`config.mk`:
```
export PLATFORM = sky130hd
export DESIGN_NAME = fmac_div
export DESIGN_NICKNAME = d
export VERILOG_FILES = /design/src/hdl/fmac_pkg.sv /design/src/hdl/fmac_div.sv
export SDC_FILE = /design/constraint.sdc
export NUM_CORES = 1
export LEC_CHECK = 0
export ABC_AREA = 1
export BUFFER_PORTS_ARGS = -buffer_cell sky130_fd_sc_hd__buf_2
export CORE_MARGIN = 4
export CORE_UTILIZATION = 40
export DETAILED_ROUTE_END_ITERATION = 10
export HOLD_SLACK_MARGIN = 0.08
export PLACE_DENSITY = 0.66
export SETUP_SLACK_MARGIN = 0.4
export SKIP_CTS_REPAIR_TIMING = 1
export SYNTH_ARGS = -nofsm -noshare
export SYNTH_HDL_FRONTEND = slang
export SYNTH_SLANG_ARGS = --single-unit
```
`constraint.sdc`:
```
create_clock -name clk_i -period 6.72 [get_ports clk_i]
set_input_delay 0.672 -clock clk_i [delete_from_list [all_inputs] [get_ports clk_i]]
set_output_delay 0.672 -clock clk_i [all_outputs]
set_load 0.01 [all_outputs]
```
`src/hdl/fmac_pkg.sv`:
```
// Shared types, widths, codes and defaults of the food map auto contrast block.
`default_nettype none

package fmac_pkg;

  localparam int MAP_WIDTH_DEF  = 512;
  localparam int MAP_HEIGHT_DEF = 512;
  localparam int VALUE_BITS_DEF = 16;

  localparam int KIND_W      = 2;
  localparam int COORD_W     = 9;
  localparam int FOOD_W      = 16;
  localparam int SCALE_W     = 16;
  localparam int COLOR_W     = 8;
  localparam int ADDR_W      = 22;
  localparam int TOP_COUNT_W = 19;
  localparam int PITCH_W     = 13;
  localparam int CFG_INDEX_W = 2;
  localparam int CFG_DATA_W  = 19;

  localparam logic [TOP_COUNT_W-1:0] TOP_COUNT_RST = TOP_COUNT_W'(5000);
  localparam logic [SCALE_W-1:0]     SCALE_RST     = SCALE_W'(10);
  localparam logic [PITCH_W-1:0]     PITCH_RST     = PITCH_W'(1536);

  localparam logic [COLOR_W-1:0] COLOR_MAX = COLOR_W'(255);

  typedef enum logic [KIND_W-1:0] {
    KIND_WRITE  = 2'd0,
    KIND_SCALE  = 2'd1,
    KIND_RENDER = 2'd2
  } kind_e;

  typedef enum logic [CFG_INDEX_W-1:0] {
    CFG_TOP_COUNT     = 2'd0,
    CFG_DEFAULT_SCALE = 2'd1,
    CFG_ROW_PITCH     = 2'd2
  } cfg_index_e;

  typedef enum logic [3:0] {
    S_CLEAR,
    S_IDLE,
    S_WR_OLD,
    S_WR_DEC,
    S_WR_INC,
    S_SCAN,
    S_RN_LOAD,
    S_RN_DIV,
    S_DONE
  } state_e;

  typedef struct packed {
    logic               done;
    logic [COLOR_W-1:0] quot;
  } div_res_t;

endpackage

`default_nettype wire

```
`src/hdl/fmac_div.sv`:
```
// Bit-serial saturating divider that yields min(255, num / den) in eight steps.
`default_nettype none

module fmac_div #(
  parameter int NUM_W = 24
) (
  input  wire logic                         clk_i,
  input  wire logic                         rst_ni,
  input  wire logic                         start_i,
  input  wire logic [NUM_W-1:0]             num_i,
  input  wire logic [fmac_pkg::SCALE_W-1:0] den_i,
  output fmac_pkg::div_res_t                res_o
);

  localparam int DEN_W = fmac_pkg::SCALE_W;
  localparam int QW    = fmac_pkg::COLOR_W;
  localparam int SH_W  = DEN_W + QW - 1;
  localparam int CW    = (NUM_W > DEN_W + QW) ? NUM_W : DEN_W + QW;

  logic [CW-1:0]   rem_q, rem_d;
  logic [SH_W-1:0] dsh_q, dsh_d;
  logic [QW-1:0]   quo_q, quo_d;
  logic [2:0]      cnt_q, cnt_d;
  logic            active_q, active_d;
  logic            done_q, done_d;
  logic            sat_q, sat_d;
  logic            zden_q, zden_d;
  logic            fits;

  assign fits = rem_q >= CW'(dsh_q);

  always_comb begin
    rem_d    = rem_q;
    dsh_d    = dsh_q;
    quo_d    = quo_q;
    cnt_d    = cnt_q;
    active_d = active_q;
    done_d   = 1'b0;
    sat_d    = sat_q;
    zden_d   = zden_q;
    if (start_i) begin
      rem_d    = CW'(num_i);
      dsh_d    = {den_i, {(QW-1){1'b0}}};
      quo_d    = '0;
      cnt_d    = 3'(QW - 1);
      active_d = 1'b1;
      zden_d   = den_i == '0;
      sat_d    = (den_i == '0) ? (num_i != '0) : (CW'(num_i) >= CW'({den_i, {QW{1'b0}}}));
    end else if (active_q) begin
      if (fits) begin
        rem_d        = rem_q - CW'(dsh_q);
        quo_d[cnt_q] = 1'b1;
      end
      dsh_d = dsh_q >> 1;
      cnt_d = cnt_q - 3'd1;
      if (cnt_q == 3'd0) begin
        active_d = 1'b0;
        done_d   = 1'b1;
      end
    end
  end

  always_ff @(posedge clk_i or negedge rst_ni) begin
    if (!rst_ni) begin
      active_q <= 1'b0;
      done_q   <= 1'b0;
    end else begin
      active_q <= active_d;
      done_q   <= done_d;
    end
  end

  always_ff @(posedge clk_i) begin
    rem_q  <= rem_d;
    dsh_q  <= dsh_d;
    quo_q  <= quo_d;
    cnt_q  <= cnt_d;
    sat_q  <= sat_d;
    zden_q <= zden_d;
  end

  assign res_o.done = done_q;
  assign res_o.quot = sat_q ? fmac_pkg::COLOR_MAX : (zden_q ? '0 : quo_q);

endmodule

`default_nettype wire
```
## Word level (Yosys, flattened, before mapping)

Cells that the tools add are included.
Widths: inputs -> output; s select.

- Output and inout port bits: 9
- Register bits: 62
- Input port bits: 43
- Logic and storage cells: 40

- $add $sub $neg: 2
- Bitwise logic cells: 1
- Muxes and demuxes: 16
- Reduce and logical (&&, ||, !) cells: 8
- $lt $le $gt $ge: 4

Operators with widths:

| kind | number |
|---|---|
| $mux 24 | 3 |
| $mux 23 | 2 |
| $ge 24x23->1 | 1 |
| $ge 24x24->1 | 1 |
| $reduce_bool 24->1 | 1 |
| $sub 24x23->24 | 1 |
| $logic_not 16->1 | 1 |
| $mux 8 | 2 |
| $mux 1 | 8 |
| $or 8x8->8 | 1 |
| $lt 3x4->1 const B | 1 |
| $reduce_and 2->1 | 2 |
| $reduce_bool 2->1 | 2 |
| $demux 1 s3 | 1 |
| $ge 3x1->1 const B | 1 |
| $logic_not 3->1 | 1 |
| $sub 3x1->3 const B | 1 |
| $logic_and 1x1->1 | 1 |

## Depth between registers and ports, before layout

Gate-level depths: netlist (run 1).

- Depth after elaboration: 5
- Gate-level depth with buffers: 14
- Depth with buffers taken out: 14

## Worst setup path after synthesis (run 1)

Ideal clock, no wire load.

- Kind: reg2reg
- Start point: register rem_q[0]
- End point: register rem_q[0] (enable)
- Period minus slack after synthesis: 2.467 ns
- Library setup time: 0.426 ns
- Buffers on the path: 0
- Setup slack: 4.253 ns
- Cell stages (with the launch flop): 13
- Arrival: 2.042 ns
- Required time: 6.294 ns
- Path through: edfxtp_1 > inv_1 > ha_1 > inv_1 > fa_1 > nand2_1 > nand2_1 > nand3_1 > nand2_2 > nand2_2 > nand4_4 > nand2_1 > nand2_1

- Longest elaborated chain between the ends: 3

Ends and longest elaborated chain:

| what | RTL line | RTL |
|---|---|---|
| from (decl) | fmac_div.sv:20 | `logic [CW-1:0] rem_q, rem_d;` |
| from (signal assigned) | fmac_div.sv:74 | `rem_q <= rem_d;` |
| $ge 24x23->1 | fmac_div.sv:30 | `assign fits = rem_q >= CW'(dsh_q);` |
| $reduce_bool 2->1 (no source line) | n/a |  |
| $reduce_and 2->1 (no source line) | n/a |  |

No other way between the ends.
A chain may end at the register's enable or synchronous reset.

## Worst setup path after layout (run 1)

- Start point: register rem_q[0]
- End point: register rem_q[13] (enable)

The elaborated chain is that of the path after synthesis.

==> results of run 1 <==
==> path summary, 6_finish.rpt <==
kind,startpoint,end,slack [ps]
max in group asynchronous,rst_ni,done_q$_DFF_PN0_,6510
min in group clk_i,quo_q[5]$_SDFFE_PP0P_,quo_q[5]$_SDFFE_PP0P_,450
worst min-delay path,rst_ni,active_q$_DFF_PN0_,110
worst min register to register,quo_q[5]$_SDFFE_PP0P_,quo_q[5]$_SDFFE_PP0P_,450
worst max register to register,rem_q[0]$_DFFE_PP_,rem_q[13]$_DFFE_PP_,3730
worst max-delay path,rem_q[0]$_DFFE_PP_,rem_q[13]$_DFFE_PP_,3730
==> synthesized netlist by cell type, types with 5 or more instances <==
library cell               number
sky130_fd_sc_hd__ha_1          41
sky130_fd_sc_hd__nand3_1       48
sky130_fd_sc_hd__nand4_1       12
sky130_fd_sc_hd__clkbuf_1       8
sky130_fd_sc_hd__inv_1        115
sky130_fd_sc_hd__or2_2          5
sky130_fd_sc_hd__a21oi_1       41
sky130_fd_sc_hd__nor2_1        42
sky130_fd_sc_hd__edfxtp_1      42
sky130_fd_sc_hd__nand2_1      159
sky130_fd_sc_hd__dfxtp_1       18
sky130_fd_sc_hd__o22ai_1       24
sky130_fd_sc_hd__nand2_2        7
sky130_fd_sc_hd__nor3_1         6
sky130_fd_sc_hd__nor4_1         5
sky130_fd_sc_hd__o21ai_0       37
==> worst reg2reg max path: cells and delay by family (launching register included) <==
family | cells | cell delay [ps]
adders and majority gates | 2 | 600
buffers and inverters | 2 | 150
DFF | 1 | 360
and+or+nand+nor | 8 | 1370
==> report_power, final <==
part	total (mW)	switching [mW]	internal (mW)
clock network	0.428	0.169	0.259
registers	0.566	0.0325	0.533
logic	1.07	0.705	0.369
==> logic make-up (layout without fill, tap and decap cells) <==
kind of cell / count (synthesis) / in the layout / synth area share, %
AOI/OAI and AO/OA: 112 / 112 / 13.3
xor gates and xnor gates: 1 / 1 / 0.188
adders and majority gates: 42 / 42 / 11.5
buffers and inverters: 127 / 183 / 10.7
DFF: 62 / 62 / 36.0
and+or+nand+nor: 297 / 297 / 28.5
==> registers in the layout, indices dropped and copies added (netlist names) <==
signal and count:
done_q 1, zden_q 1, quo_q 8, cnt_q 3
dsh_q 23, sat_q 1, active_q 1, rem_q 24
==> metrics by stage <==
step           setup WS [ps]  hold slack [ps]
6_report                3730              113
5_1_grt                 3400              112
4_1_cts                 3650              108
3_5_place_dp            3670              445
3_3_place_gp            3820              440
2_1_floorplan           4250              376
==> layer usage <==
metal | routed length (um) | up-vias
met3 | 674 | 18
li1 | - | 2230
met4 | 216 | 0
met1 | 5970 | 1972
met2 | 5700 | 133
met5 | 0 | -
==> cell type report <==
class | instances | area, sq um | share of cell area, %
clock inverters | 4 | 23.8 | 0.449
well taps | 143 | 179 | 3.38
inverters | 115 | 432 | 8.15
flip-flops and latches | 62 | 1670 | 31.6
multi-input cells | 452 | 2480 | 46.9
clock buffers | 12 | 246 | 4.65
repair buffers | 52 | 263 | 4.96
==> results list, run 1 <==
* Number of detailed-route iterations in the first pass: 6
* Placeable Area: 11400 sq um
* I/O Pins: 52
* Number of routed nets with antenna violations: 0
* Post-synth top area share: 27.1%
- The die covers 13400 sq um.
- The global routing stage identified its most utilized layer as met2.
- The repair_antennas step left the layout with diodes totalling 0.
* Cell count after placement: 824
- In this run, synthesis produced a sequential element count of 62.
- The HPWL after detailed placement is 9770 um.
- STA puts the critical path data arrival time at 2800 ps.
- DRC Markers: 0
- The worst setup path is launched from a flip-flop.
* Area of all placed cells without fillers: 5300 sq um
- Counting buffers and inverters, the worst setup path is 12 cells deep.
- Summing the sequential cell areas from Yosys gives 36.0% of the chip area.
* # setup viols final: 0
- At the end of the flow the core is filled with cells to 46.4%.
- For this run, the top clock speed supported by timing is 335 MHz.
* Number of global-route vias before repair: 4162
* Total chip power: 2.07 mW
* Power density relative to cell area: 390 nW/um^2
* Initial antenna violation count: 0
* Series of cell instances along the critical path: inv_1, ha_1, inv_1, fa_1, nand2_1, nand2_1, nand3_1, nand2_2, nand2_2, nand4_4, nand2_1, nand2_1
- The root buffer cell chosen for the clock tree is sky130_fd_sc_hd__clkbuf_16.
* Setup crit end kind: flip-flop
- Total standard cell area after synthesis: 4650 sq um
- Pins over their slew limit: 0
* Highest cell delay on the worst timing path: 660 ps
- The H-tree was split into 3 levels.
- Max-slew headroom: 22.9%
- The die is 116 um wide.
* Synthesized netlist net count: 726
* Clk sink count: 62
- The path class of the tightest hold or removal check is in -> async.
- In the global route stage, met1 resource usage came out at 26.4%.
* Remaining global-route overflow: 0
- Final Hold Violating Endpoints: 0
* Dominant cells by area after synthesis: sky130_fd_sc_hd__edfxtp_1, sky130_fd_sc_hd__nand2_1, sky130_fd_sc_hd__ha_1, sky130_fd_sc_hd__inv_1, sky130_fd_sc_hd__dfxtp_1
* Via count: 4353
- Global-route track usage on met2: 31.6%
- Final worst path period need: 2990 ps
- For this block, the initial DRC count from the detailed router was 320.
* Die span in y: 116 um
* Grt met3 use: 2.40%
- Using the TritonRoute via totals, the vias-per-cell ratio works out to 5.18.
- Routability-driven placement finished with a final weighted congestion of 0.895.
- Result of the run: completed
- Post-synth top area cell: sky130_fd_sc_hd__edfxtp_1
- Yosys mapped a number of flops with a built-in enable equal to 42.
* Setup repair after global routing missed its margin: no
- Data on the critical path is required at its endpoint by 6530 ps.
- Tightest Pin Transition: 1150 ps
- For this run, the total global-route usage over all layers was measured as 19.3%.
- After clock tree synthesis, the clock-pin slew on the worst setup and hold paths is 50 ps.
- Skew-Pair Late Insertion Delay: 330 ps
- The worst setup path is of the reg -> reg kind.
* Number of fill cells: 1188
- The Yosys step of the flow raised 0 warnings.
- The worst register-to-register path has a depth of 12.
- Nets: 777
- The worst path uses 44.5% of the clock period.
- Critical path peak fanout: 24
- Sum of buffers and inverters on the critical path: 2
- The most numerous cell type found on the critical path is sky130_fd_sc_hd__nand2_1.
* TritonCTS clock tree: done
* Max-cap violations: 0
- The first global-routing pass estimated 20200 um of wire.
- Site row count: 39
- Starting Density: 40.7%
- The clock passes through at most 2 buffers.
* Leakage: 2.57 nW
* Final non-filler cell total: 840
- After routing, the total negative slack on setup checks comes to 0 ps.
* Synthesized area per cell: 7.25 sq um
* Standard cell area after detailed placement: 5030 sq um
- Largest net degree at the start of global routing: 51
- Slowest stage cell, crit path: sky130_fd_sc_hd__nand2_1
- The most used flip-flop cell after synthesis is sky130_fd_sc_hd__edfxtp_1.
* Clock skew after layout: 7.52 ps
* Leading cell type in the layout, fill and taps excluded: sky130_fd_sc_hd__nand2_1
- The area growth from synthesis to layout is 13.9%.
* Number of cells produced by synthesis: 641
- Yosys mapped the design onto 36 distinct sky130hd cell types.
* Detailed-route wire length: 12600 um
* Share of final-layout standard cells stronger than drive strength 1: 12.3%
- In the layout the commonest cells are sky130_fd_sc_hd__nand2_1, sky130_fd_sc_hd__inv_1, sky130_fd_sc_hd__buf_2.
- In the final routed layout, each cell accounts on average for 15.0 um.
- Gate family responsible for the most delay along the worst path: simple AND/OR/NAND/NOR gates
* Fraction of registers with async set or reset after synthesis: 3.23%
- Maximum vdd ir drop: 135 uV
- Clock buffers created by TritonCTS: 9
- IO Port Bufs: 51
Power figures use the tool's default switching activity.
==> run 2, diff against run 1 <==
Clock period 6.72 ns to 2.8 ns, I/O delays scaled along.
==> results list, run 2 (synthesis results as in run 1) <==
* Result of the run: completed
* Setup repair after global routing missed its margin: no
- The total via count after detailed routing came to 4440 (+2.0%).
- The combined global-route utilization of all metal layers came to 19.3% (about the same).
- Final weighted congestion of routability-driven global placement: 0.915 (+2.2%)
- Starting Density: 40.7% (unchanged)
* Setup crit end kind: flip-flop
- The post-route setup TNS was 0 ps (unchanged).
- Highest cell delay on the worst timing path: 360 ps (-300 ps)
- Nets: 783 (+0.77%)
- Placed wire-length estimate after detailed placement: 9750 um (-0.15%)
* Clock skew after layout: 4.85 ps (-2.66 ps)
- Critical path peak fanout: 12 (-50%)
- Share of the clock period used by the worst path: 81.2% (+37 points)
- The row count came to 39 (unchanged).
- Maximum vdd ir drop: 494 uV (+270%)
- STA classifies the critical path startpoint as a flip-flop.
* Most frequent cells in the layout: sky130_fd_sc_hd__nand2_1, sky130_fd_sc_hd__inv_1, sky130_fd_sc_hd__buf_2
- Die width: 116 um (unchanged)
- Buffer levels on the longest clock path: 2 (unchanged)
- Met1 track demand over resource in global routing: 25.3% (-1.1 points)
* Root cell of the clock tree: sky130_fd_sc_hd__clkbuf_16
- The clock transition time at the flip-flop clock pins of the worst setup and hold paths is 50 ps (about the same).
* Placeable Area: 11400 sq um (unchanged)
- In this run the worst setup path begins at rem_q[0]$_DFFE_PP_.
- Highest clock frequency the design can meet: 440 MHz (+32%)
- The share of layout cells above drive strength 1 came to 13.7% (+1.3 points).
- The total DRC errors in the routed layout came to 0 (unchanged).
* Synthesis-to-finish area growth: 16.7%
* TritonCTS clock tree: done
- The layout filler cell count is 1170 (-1.5%).
- The number of buffers added by the clock tree synthesis step is 9 (unchanged).
- Largest registers: rem_q (24), dsh_q (23), quo_q (8)
- The number of antenna repair diodes came to 0 (unchanged).
- The maximum level of the CTS H-tree came to 3 (unchanged).
* Register with the most flip-flops: rem_q
* Minimum hold slack: 222 ps (+109 ps)
* Die Area: 13400 sq um (unchanged)
- The number of global-route vias before repair was 4237 (+1.8%).
* Number of detailed-route iterations in the first pass: 5 (-1)
* Pins over their slew limit: 0 (unchanged)
- Max reg flops: 24 (unchanged)
- The vertical die dimension is 116 um (unchanged).
- For this design, the slowest cell found on the critical path is sky130_fd_sc_hd__fa_2.
- The leakage dissipation was 2.63 nW (+2.2%).
* IO Port Bufs: 51 (unchanged)
- Final Hold Violating Endpoints: 0 (unchanged)
* Grt met3 use: 4.65% (+2.2 points)
- In this run the critical register-to-register path is launched from rem_q[0]$_DFFE_PP_.
- The largest net degree at the start of global routing is 33 (-35%).
- The first-pass GRT wire length came to 20100 um (-0.41%).
* Detailed-route wire length: 12600 um (+0.42%)
* Routed wirelength normalized by instance count: 14.9 um (-0.29%)
* Type of the tightest min-delay check: in -> reg
* Leading cell type in the layout, fill and taps excluded: sky130_fd_sc_hd__nand2_1
- The global routing met2 resource utilization is 32.0% (+0.38 points).
* Arr. time, crit path: 2330 ps (-470 ps)
- The clock sink total was 62 (unchanged).
- The first-iteration detailed-routing DRC count was 333 (+4.1%).
- The count of pins on the block boundary came to 52 (unchanged).
* Max-slew headroom: 58.7% (+36 points)
* Series of cell instances along the critical path: inv_1, ha_1, inv_1, fa_2, nand2_1, nand2_1, nand3_1, nand2_2, nand2_2, nand4_4, nand2_4, nand2_8
* Max-cap violations: 0 (unchanged)
* Worst Setup Path Type: reg -> reg
* Critical Path RT: 2860 ps (-3670 ps)
- The number of antenna violations at the first check in global routing came to 0 (unchanged).
- The clock network latency to the later pin of the worst-skew pair came to 340 ps (about the same).
* Tightest Pin Transition: 619 ps (-534 ps)
- Most Crowded Layer GR: met2
- Remaining global-route overflow: 0 (unchanged)
- The power per unit of standard cell area is 944 nW/um^2 (+140%).
- Mean number of vias per cell: 5.25 (+1.3%)
* Worst Hold Launch: den_i[15]
- The shortest period the worst path allows is 2270 ps (-716 ps).
* # setup viols final: 0 (unchanged)
- The remaining antenna violation count is 0 (unchanged).
==> run 2: cell types whose count changed in the layout (fill, tap and decap cells not counted), moves of 2 or more <==
cell	change
sky130_fd_sc_hd__buf_4	+4
sky130_fd_sc_hd__clkbuf_1	-2
sky130_fd_sc_hd__clkbuf_16	+2
sky130_fd_sc_hd__nand2_1	-2
sky130_fd_sc_hd__nand2_8	+2
==> run 2: layout make-up <==
type / count / area, sq um / area share [%]
repair buffers: 57 / 303 / 5.58
flip-flops and latches: 62 / 1670 / 30.8
clock inverters: 4 / 22.5 / 0.415
inverters: 115 / 432 / 7.96
well taps: 143 / 179 / 3.30
multi-input cells: 453 / 2530 / 46.6
clock buffers: 12 / 289 / 5.33
==> run 2: critical path: cells and delay by family (launching register included) <==
kind                       cells  cell delay [ps]
DFF                            1              350
buffers and inverters          2              150
adders and majority gates      2              540
and+or+nand+nor                8              920
==> run 2: final timing paths <==
path	depth (start not counted)	slack (ps)	endpoint
max in group asynchronous	2	2460	active_q$_DFF_PN0_
worst min register to register	2	450	quo_q[5]$_SDFFE_PP0P_
min in group asynchronous	2	250	done_q$_DFF_PN0_
worst max-delay path	12	530	rem_q[0]$_DFFE_PP_
worst min-delay path	3	220	dsh_q[22]$_DFFE_PP_
worst max register to register	12	530	rem_q[0]$_DFFE_PP_
==> run 2: report_power, final <==
part,total (mW),internal [mW],switching [mW]
Clock,1.14,0.728,0.414
Sequential,1.35,1.28,0.0774
Combinational,2.63,0.912,1.72
Total,5.12,2.92,2.21
==> run 2: stage by stage <==
step / utilization [%] / std cells / worst slack [ps] / power, mW / cell area (sq um)
2_1_floorplan: - / 641 / 566 / 3.28 / 4650
3_3_place_gp: 44.3 / 828 / 282 / 3.86 / 5060
3_5_place_dp: 44.3 / 828 / 188 / 3.90 / 5060
4_1_cts: 47.0 / 844 / 169 / 5.05 / 5370
5_1_grt: 47.5 / 846 / 394 / 5.57 / 5430
6_report: 47.5 / 846 / 527 / 5.12 / 5430
==> run 2: layer usage <==
layer / part of all wire [%] / vias up
li1: - / 2247
met1: 46 / 2039
met2: 46 / 139
met3: 5.7 / 15
met4: 2.1 / 0
met5: 0 / -
